--- config.mk ---
export PLATFORM = sky130hd
export DESIGN_NAME = averaged_crossing_wind_speed
export DESIGN_NICKNAME = d
export VERILOG_FILES = /design/src/rtl/acws_pkg.sv /design/src/rtl/acws_dp.sv /design/src/rtl/acws_ctrl.sv /design/src/rtl/averaged_crossing_wind_speed.sv
export SDC_FILE = /design/constraint.sdc
export NUM_CORES = 2
export LEC_CHECK = 0
export BUFFER_PORTS_ARGS = -buffer_cell sky130_fd_sc_hd__buf_4
export CELL_PAD_IN_SITES_DETAIL_PLACEMENT = 0
export CELL_PAD_IN_SITES_GLOBAL_PLACEMENT = 1
export CORE_AREA = 2 2 271 273
export DETAILED_ROUTE_END_ITERATION = 8
export DIE_AREA = 0 0 273 275
export PLACE_DENSITY_LB_ADDON = 0.3
export SYNTH_ARGS = -nofsm -noshare
export SYNTH_HDL_FRONTEND = slang
export SYNTH_SLANG_ARGS = --single-unit
--- constraint.sdc ---
create_clock -name clk -period 13.15 [get_ports clk]
set_clock_uncertainty 0.1 [all_clocks]
set_input_delay 0.6575 -clock clk [delete_from_list [all_inputs] [get_ports clk]]
set_output_delay 0.6575 -clock clk [all_outputs]
set_load 0.02 [all_outputs]
--- src/rtl/acws_pkg.sv ---
`default_nettype none
// ----------------------------------------------------------------------------
// acws_pkg
// Shared widths, codes and controller/datapath link types for the averaged
// crossing wind speed block.
// ----------------------------------------------------------------------------
package acws_pkg;

    localparam int SMP_W  = 10;  // ADC sample
    localparam int AVG_W  = 7;   // avg_count register
    localparam int LIM_W  = 10;  // cross_limit register
    localparam int COEF_W = 32;  // speed_gain / speed_offset
    localparam int OUT_W  = 16;  // result fields
    localparam int IDX_W  = 2;   // configuration index

    // configuration register indexes
    localparam logic [IDX_W-1:0] REG_AVG_COUNT    = 2'd0;
    localparam logic [IDX_W-1:0] REG_CROSS_LIMIT  = 2'd1;
    localparam logic [IDX_W-1:0] REG_SPEED_GAIN   = 2'd2;
    localparam logic [IDX_W-1:0] REG_SPEED_OFFSET = 2'd3;

    // crossing machine levels
    localparam logic [1:0] LVL_BELOW  = 2'd0;
    localparam logic [1:0] LVL_RISING = 2'd1;
    localparam logic [1:0] LVL_ABOVE  = 2'd2;

    // reset values of the configuration registers
    localparam logic [AVG_W-1:0]  AVG_COUNT_RST    = 7'd1;
    localparam logic [LIM_W-1:0]  CROSS_LIMIT_RST  = 10'd512;
    localparam logic [COEF_W-1:0] SPEED_GAIN_RST   = 32'sd1526695;
    localparam logic [COEF_W-1:0] SPEED_OFFSET_RST = -32'sd1748100;

    // controller -> datapath commands
    typedef struct packed {
        logic accept;    // take the offered request into the group sum
        logic div_step;  // one restoring division step
        logic feed;      // push the quotient through the crossing machine
        logic mul;       // count * gain
        logic add;       // + offset
        logic load_out;  // fill output register, clear run state
    } cmd_t;

    // datapath -> controller status
    typedef struct packed {
        logic close;     // the next sample completes the group
        logic in_last;   // offered request carries last_sample
        logic last;      // request in flight carries last_sample
        logic out_free;  // output register can take a new result
    } stat_t;

endpackage : acws_pkg
`default_nettype wire

--- src/rtl/acws_dp.sv ---
`default_nettype none
// ----------------------------------------------------------------------------
// acws_dp
// Datapath: config registers, group accumulator, bit-serial divider,
// crossing machine, wind speed multiply/add/saturate and output register.
// ----------------------------------------------------------------------------
module acws_dp
    import acws_pkg::*;
#(
    parameter int MAX_GROUP = 64
) (
    input  wire                clk,
    input  wire                rst_n,
    input  wire                cfg_wr,
    input  wire [IDX_W-1:0]    cfg_index,
    input  wire [COEF_W-1:0]   cfg_data,
    input  wire [SMP_W-1:0]    sample,
    input  wire                last_sample,
    input  cmd_t               cmd,
    output stat_t              stat,
    input  wire                out_stall,
    output logic               out_valid,
    output logic [OUT_W-1:0]   wind_value,
    output logic [OUT_W-1:0]   crossing_total
);

    localparam int SUM_W  = $clog2(MAX_GROUP * 1023 + 1);
    localparam int PROD_W = OUT_W + 1 + COEF_W;
    localparam int ACC_W  = PROD_W + 1;

    // configuration
    logic [AVG_W-1:0]  avg_count_reg;
    logic [LIM_W-1:0]  cross_limit_reg;
    logic [COEF_W-1:0] speed_gain_reg;
    logic [COEF_W-1:0] speed_offset_reg;

    // run state
    logic [SUM_W-1:0]  sum_reg;
    logic [AVG_W-1:0]  fill_reg;
    logic [1:0]        level_reg;
    logic              first_reg;
    logic [OUT_W-1:0]  count_reg;
    logic              last_reg;
    logic              out_valid_reg;

    // payload
    logic [SUM_W-1:0]         quo_reg;
    logic [AVG_W-1:0]         rem_reg;
    logic signed [PROD_W-1:0] prod_reg;
    logic signed [ACC_W-1:0]  acc_reg;
    logic [OUT_W-1:0]         wind_reg;
    logic [OUT_W-1:0]         total_reg;

    logic [AVG_W-1:0]  grp_n;
    logic [SUM_W-1:0]  sum_next;
    logic [AVG_W:0]    trial;
    logic              take;
    logic              ge;
    logic [OUT_W-1:0]  wind_next;

    // effective group size: 0 acts as 1, clamp at MAX_GROUP
    always_comb
    begin
        if (avg_count_reg == '0)
            grp_n = AVG_W'(1);
        else if (32'(avg_count_reg) > MAX_GROUP)
            grp_n = AVG_W'(MAX_GROUP);
        else
            grp_n = avg_count_reg;
    end

    assign sum_next = sum_reg + SUM_W'(sample);
    assign trial    = {rem_reg, quo_reg[SUM_W-1]};
    assign take     = trial >= {1'b0, grp_n};
    assign ge       = quo_reg >= SUM_W'(cross_limit_reg);

    always_comb
    begin
        if (acc_reg[ACC_W-1])
            wind_next = '0;
        else if (|acc_reg[ACC_W-2:OUT_W+8])
            wind_next = '1;
        else
            wind_next = acc_reg[OUT_W+7:8];
    end

    assign stat.close    = (32'(fill_reg) + 1) >= 32'(grp_n);
    assign stat.in_last  = last_sample;
    assign stat.last     = last_reg;
    assign stat.out_free = !out_valid_reg || !out_stall;

    always_ff @(posedge clk or negedge rst_n)
    begin
        if (!rst_n)
        begin
            avg_count_reg    <= AVG_COUNT_RST;
            cross_limit_reg  <= CROSS_LIMIT_RST;
            speed_gain_reg   <= SPEED_GAIN_RST;
            speed_offset_reg <= SPEED_OFFSET_RST;
        end
        else if (cfg_wr)
        begin
            case (cfg_index)
                REG_AVG_COUNT:    avg_count_reg    <= cfg_data[AVG_W-1:0];
                REG_CROSS_LIMIT:  cross_limit_reg  <= cfg_data[LIM_W-1:0];
                REG_SPEED_GAIN:   speed_gain_reg   <= cfg_data;
                REG_SPEED_OFFSET: speed_offset_reg <= cfg_data;
                default: ;
            endcase
        end
    end

    always_ff @(posedge clk or negedge rst_n)
    begin
        if (!rst_n)
        begin
            sum_reg       <= '0;
            fill_reg      <= '0;
            level_reg     <= LVL_BELOW;
            first_reg     <= 1'b0;
            count_reg     <= '0;
            last_reg      <= 1'b0;
            out_valid_reg <= 1'b0;
        end
        else
        begin
            if (cmd.accept)
            begin
                last_reg <= last_sample;
                if (stat.close)
                begin
                    sum_reg  <= '0;
                    fill_reg <= '0;
                end
                else
                begin
                    sum_reg  <= sum_next;
                    fill_reg <= fill_reg + AVG_W'(1);
                end
            end

            if (cmd.feed)
            begin
                if (!first_reg)
                begin
                    level_reg <= ge ? LVL_ABOVE : LVL_BELOW;
                    first_reg <= 1'b1;
                end
                else
                begin
                    case (level_reg)
                        LVL_RISING:
                        begin
                            level_reg <= LVL_ABOVE;
                            if (count_reg != '1)
                                count_reg <= count_reg + OUT_W'(1);
                        end
                        LVL_ABOVE:
                            if (!ge)
                                level_reg <= LVL_BELOW;
                        default:
                            level_reg <= ge ? LVL_RISING : LVL_BELOW;
                    endcase
                end
            end

            if (cmd.load_out)
            begin
                out_valid_reg <= 1'b1;
                sum_reg       <= '0;
                fill_reg      <= '0;
                level_reg     <= LVL_BELOW;
                first_reg     <= 1'b0;
                count_reg     <= '0;
                last_reg      <= 1'b0;
            end
            else if (!out_stall)
                out_valid_reg <= 1'b0;
        end
    end

    // payload path, no reset
    always_ff @(posedge clk)
    begin
        if (cmd.accept && stat.close)
        begin
            quo_reg <= sum_next;
            rem_reg <= '0;
        end
        else if (cmd.div_step)
        begin
            quo_reg <= {quo_reg[SUM_W-2:0], take};
            rem_reg <= take ? AVG_W'(trial - {1'b0, grp_n}) : trial[AVG_W-1:0];
        end

        if (cmd.mul)
            prod_reg <= $signed({1'b0, count_reg}) * $signed(speed_gain_reg);
        if (cmd.add)
            acc_reg <= {prod_reg[PROD_W-1], prod_reg}
                     + {{(ACC_W-COEF_W){speed_offset_reg[COEF_W-1]}}, speed_offset_reg};
        if (cmd.load_out)
        begin
            wind_reg  <= wind_next;
            total_reg <= count_reg;
        end
    end

    assign out_valid      = out_valid_reg;
    assign wind_value     = wind_reg;
    assign crossing_total = total_reg;

endmodule : acws_dp
`default_nettype wire

--- src/rtl/acws_ctrl.sv ---
`default_nettype none
// ----------------------------------------------------------------------------
// acws_ctrl
// Controller: sequences accept, divide, crossing update and result build.
// ----------------------------------------------------------------------------
module acws_ctrl
    import acws_pkg::*;
#(
    parameter int MAX_GROUP = 64
) (
    input  wire    clk,
    input  wire    rst_n,
    input  wire    in_valid,
    output logic   in_stall,
    input  stat_t  stat,
    output cmd_t   cmd
);

    localparam int SUM_W = $clog2(MAX_GROUP * 1023 + 1);
    localparam int CNT_W = $clog2(SUM_W);

    localparam logic [2:0] S_IDLE = 3'd0;
    localparam logic [2:0] S_DIV  = 3'd1;
    localparam logic [2:0] S_FEED = 3'd2;
    localparam logic [2:0] S_MUL  = 3'd3;
    localparam logic [2:0] S_ADD  = 3'd4;
    localparam logic [2:0] S_OUT  = 3'd5;

    logic [2:0]       state_reg;
    logic [2:0]       state_next;
    logic [CNT_W-1:0] cnt_reg;
    logic [CNT_W-1:0] cnt_next;

    always_comb
    begin
        state_next   = state_reg;
        cnt_next     = cnt_reg;
        cmd          = '0;
        case (state_reg)
            S_IDLE:
                if (in_valid)
                begin
                    cmd.accept = 1'b1;
                    if (stat.close)
                    begin
                        state_next = S_DIV;
                        cnt_next   = CNT_W'(SUM_W - 1);
                    end
                    else if (stat.in_last)
                        state_next = S_MUL;  // run ends on a partial group
                end
            S_DIV:
            begin
                cmd.div_step = 1'b1;
                cnt_next     = cnt_reg - CNT_W'(1);
                if (cnt_reg == '0)
                    state_next = S_FEED;
            end
            S_FEED:
            begin
                cmd.feed   = 1'b1;
                state_next = stat.last ? S_MUL : S_IDLE;
            end
            S_MUL:
            begin
                cmd.mul    = 1'b1;
                state_next = S_ADD;
            end
            S_ADD:
            begin
                cmd.add    = 1'b1;
                state_next = S_OUT;
            end
            S_OUT:
                if (stat.out_free)
                begin
                    cmd.load_out = 1'b1;
                    state_next   = S_IDLE;
                end
            default:
                state_next = S_IDLE;
        endcase
    end

    always_ff @(posedge clk or negedge rst_n)
    begin
        if (!rst_n)
        begin
            state_reg <= S_IDLE;
            cnt_reg   <= '0;
        end
        else
        begin
            state_reg <= state_next;
            cnt_reg   <= cnt_next;
        end
    end

    assign in_stall = state_reg != S_IDLE;

endmodule : acws_ctrl
`default_nettype wire

--- src/rtl/averaged_crossing_wind_speed.sv ---
`default_nettype none
// ----------------------------------------------------------------------------
// averaged_crossing_wind_speed
// Averages groups of ADC samples, counts rising crossings of a limit and
// reports crossing count and derived wind speed at the end of each run.
// ----------------------------------------------------------------------------
//
//  channel   signals                                   direction  handshake
//  -------   ----------------------------------------  ---------  ----------------
//  input     in_valid in_stall sample last_sample      in         valid / stall
//  output    out_valid out_stall wind_value            out        valid / stall
//            crossing_total
//  config    cfg_valid cfg_ready cfg_index cfg_data    in         valid / ready
//
//  A sample that does not close a group is accepted without a stall. One that
//  closes a group stalls input while the one-bit-a-cycle restoring divider forms
//  SUM_W quotient bits (SUM_W = clog2(MAX_GROUP*1023+1), 16 at the default);
//  the quotient then feeds the crossing machine. A run's last sample adds
//  multiply, add and a saturating load, which waits while out_stall holds output.
//  Reset is asynchronous, active low; configuration returns to its defaults.
//  Input requests are stalled while a group divides or a result is built;
//  the build waits in its final step until the output register is free.
//
module averaged_crossing_wind_speed
    import acws_pkg::*;
#(
    parameter int MAX_GROUP = 64
) (
    input  wire                clk,
    input  wire                rst_n,
    // configuration
    input  wire                cfg_valid,
    output logic               cfg_ready,
    input  wire [IDX_W-1:0]    cfg_index,
    input  wire [COEF_W-1:0]   cfg_data,
    // sample requests
    input  wire                in_valid,
    output logic               in_stall,
    input  wire [SMP_W-1:0]    sample,
    input  wire                last_sample,
    // results
    output logic               out_valid,
    input  wire                out_stall,
    output logic [OUT_W-1:0]   wind_value,
    output logic [OUT_W-1:0]   crossing_total
);

    cmd_t  cmd;
    stat_t stat;

    // registers are always writable; the user must write only while idle, the block does not enforce this
    assign cfg_ready = 1'b1;

    acws_ctrl #(
        .MAX_GROUP (MAX_GROUP)
    ) u_ctrl (
        .clk      (clk),
        .rst_n    (rst_n),
        .in_valid (in_valid),
        .in_stall (in_stall),
        .stat     (stat),
        .cmd      (cmd)
    );

    acws_dp #(
        .MAX_GROUP (MAX_GROUP)
    ) u_dp (
        .clk            (clk),
        .rst_n          (rst_n),
        .cfg_wr         (cfg_valid && cfg_ready),
        .cfg_index      (cfg_index),
        .cfg_data       (cfg_data),
        .sample         (sample),
        .last_sample    (last_sample),
        .cmd            (cmd),
        .stat           (stat),
        .out_stall      (out_stall),
        .out_valid      (out_valid),
        .wind_value     (wind_value),
        .crossing_total (crossing_total)
    );

endmodule : averaged_crossing_wind_speed
`default_nettype wire

==> reports/metrics.cfg <==
[logic_synthesis]
synth_nets = 4026
ys_seq_area_share_pct = 23.8
synth_area_per_cell_sq_um = 9.81
synth_top_cell_by_area = fa_1
async_flop_share_pct = 47.5
synth_top_area_share_pct = 30.5
postSynthCellCount = 3280
yosysMostFrequentCell = inv_1
yosysWarningCount = 0
synth_edf_count = 139
ys_ff_latch = 278
synthesis.area_sq_mm = 0.0322
yosys_most_used_dff = edfxtp_1
synth_cell_types = 73
synth_top_cells_by_area = fa_1 (31%), edfxtp_1 (13%), ha_1 (8.0%)
synth_commonest_cells = inv_1 (630), fa_1 (491), nand2_1 (391), and2_1 (248), ha_1 (205)

[critical_path]
path_class = reg -> reg
reg2reg_setup_slack_ns = 5.78
r2r-end = u_dp.prod_reg[44]
cp.arrival_ns = 7.59
critPathLaunchType = flop
r2r_start = u_dp.count_reg[3]
cp-end-kind = flop
path_max_fanout = 36
reg2reg_depth = 20
cp.required_ns = 13.37

[detailed_routing]
wl_per_cell_um = 20.3
antenna_left = 0
drt_first_pass_iters = 5
finalWirelength_mm = 86.2
drt_iter0_drc = 1588
num_vias = 22830
drc = 0
via_per_inst = 5.36

[global_route]
grt_max_degree = 71
grt_pass1_wl_mm = 138
grt_pass1_vias = 24177
grt_usage_pct = 23.6
grt_antenna_before_repair = 1
grt_overflow = 0

[timing]
worst_pin_slew_ns = 1.30
max_slew_margin_pct = 13.2
maxClockFrequency_mhz = 136
final-hold-violation-count = 0
rsz0062_at_grt = no
min_period_ns = 7.37
final.setup.tns_ns = 0
slew_viol_final = 0
setup_viol = 0
final.period_utilization_pct = 56.0

[place]
gp_congestion = 0.890
io_buffer_count = 83
hpwl_mm = 65.3
placed_cell_area_sq_mm = 0.0337
place_inst = 4202

[power_and_ir_drop]
internal_power_uw = 3390
pwr_density_cell_mw_per_mm2 = 187
vdd_drop_max_v = 0.000108
pwr-share-comb_pct = 61.2
power_frac_seq_pct = 24.9
power.leakage_uw = 0.0170
swShare_pct = 47.8
p_sw_uw = 3110
p_clk_share_pct = 13.9
totalPowerFinal_uw = 6500

[final_layout]
drive_gt1_share_pct = 9.15
areaGrowthSynthToFinish_pct = 7.95
nets = 4021
stdcell_area_sq_mm = 0.0347
final_core_util_pct = 48.0
stdcell_count = 4258
antennaDiodeCount = 0
n_fill_cell = 6745
largest_register_ffs = 49

[cts]
clk_pin_slew_ns = 0.06
htree_num_levels = 1
post-cts-setup-buffer-count = 0
cts_tree = done
clock_sinks = 278
holdBufCountCts = 0
cts_made_buffers = 30
worstSkewPairLatency_ns = 0.58
cts.repair.resized = 0
root_buffer = clkbuf_16
clk_path_buf_depth = 3

[floorplanning]
core_area_sq_mm = 0.0723
die_x_um = 273
dieArea_sq_mm = 0.0751
die_h_um = 275
floorplan.rows = 99
initial_utilization_pct = 44.5
io_pins = 85

[run_status]
status = completed

[run]
drv_cap = 0

[min_path]
hp-class = in -> async

## layout by cell type, fill, tap and decap left out, types with 24 or more instances in the layout
master and count:
inv_1 630, and2_1 248, edfxtp_1 139, xnor2_1 73, clkbuf_16 33, and3_1 24, dfstp_2 37, ha_1 205
fa_1 491, nand3_1 42, o21ai_0 60, mux2_2 81, nor3_1 33, a21oi_1 113, buf_4 107, nor2_1 83
dfrtp_1 89, nand2_1 391, a21o_1 72, xor2_1 40
## how the worst max path moves through the flow
stage                      start           endpoint  cells past startpoint
2_1_floorplan  u_dp.count_reg[2]  u_dp.prod_reg[44]                     23
3_3_place_gp   u_dp.count_reg[9]  u_dp.prod_reg[38]                     20
3_5_place_dp   u_dp.count_reg[3]  u_dp.prod_reg[44]                     20
4_1_cts        u_dp.count_reg[3]  u_dp.prod_reg[44]                     20
5_1_grt        u_dp.count_reg[3]  u_dp.prod_reg[45]                     21
6_report       u_dp.count_reg[3]  u_dp.prod_reg[44]                     20
## cell families (layout without fill, tap and decap cells)
group / Yosys count / count (layout) / synth area share, %
muxes: 85 / 85 / 2.96
adders and majority gates: 696 / 696 / 38.5
and+or+nand+nor: 932 / 932 / 14.3
xor gates and xnor gates: 113 / 113 / 3.07
buffers and inverters: 776 / 795 / 9.09
AOI/OAI and AO/OA: 399 / 399 / 8.24
DFF: 278 / 278 / 23.8
other: 1 / 1 / 0.0117
## cell type report
cell class / count / area (sq um) / share of cell area [%]
tap: 959 / 1200 / 3.45
clock buffer: 44 / 937 / 2.70
sequential: 278 / 7670 / 22.1
inverter: 631 / 2370 / 6.82
timing repair buffer: 108 / 815 / 2.34
multi-input combinational: 2226 / 21600 / 62.2
clock inverter: 12 / 133 / 0.382
## power by group through the flow
stage	Combinational [uW]	Sequential, uW	Clock, uW
CTS	4000	1610	919
detailed placement	3980	1630	0
global route	4520	1640	950
global placement	3880	1620	0
floorplan	2920	1460	0
finish	3980	1620	900
## stage by stage
stage / worst slack, ns / hold slack (ns)
after floorplan: 6.34 / 0.262
after global placement: 5.96 / 0.330
after detailed placement: 5.85 / 0.348
after CTS: 5.84 / 0.00685
after global routing: 5.48 / 0.0447
final: 5.78 / 0.00261
## critical path, stage by stage (launching register included)
cell and delay [ns]:
dfrtp_2 1.02, nand2_1 0.18, fa_1 0.52, fa_1 0.49
fa_1 0.57, inv_1 0.07, fa_1 0.50, fa_1 0.49
inv_1 0.05, fa_1 0.48, inv_1 0.05, ha_1 0.39
a21o_1 0.22, a21o_1 0.17, a21o_1 0.19, a221o_1 0.37
a2111o_1 0.43, a31o_4 0.25, a2111oi_4 0.31, nor2_2 0.10
xor2_1 0.15
## metal layers
| layer | part of all wire, % | vias up | GRT usage (%) |
|---|---|---|---|
| met5 | 0 | - | 0 |
| li1 | - | 10334 | - |
| met1 | 46 | 11709 | 33.8 |
| met2 | 46 | 682 | 38.6 |
| met3 | 5.4 | 105 | 2.43 |
| met4 | 2.4 | 0 | 5.80 |
No activity file was read; power rests on OpenSTA's default activity.
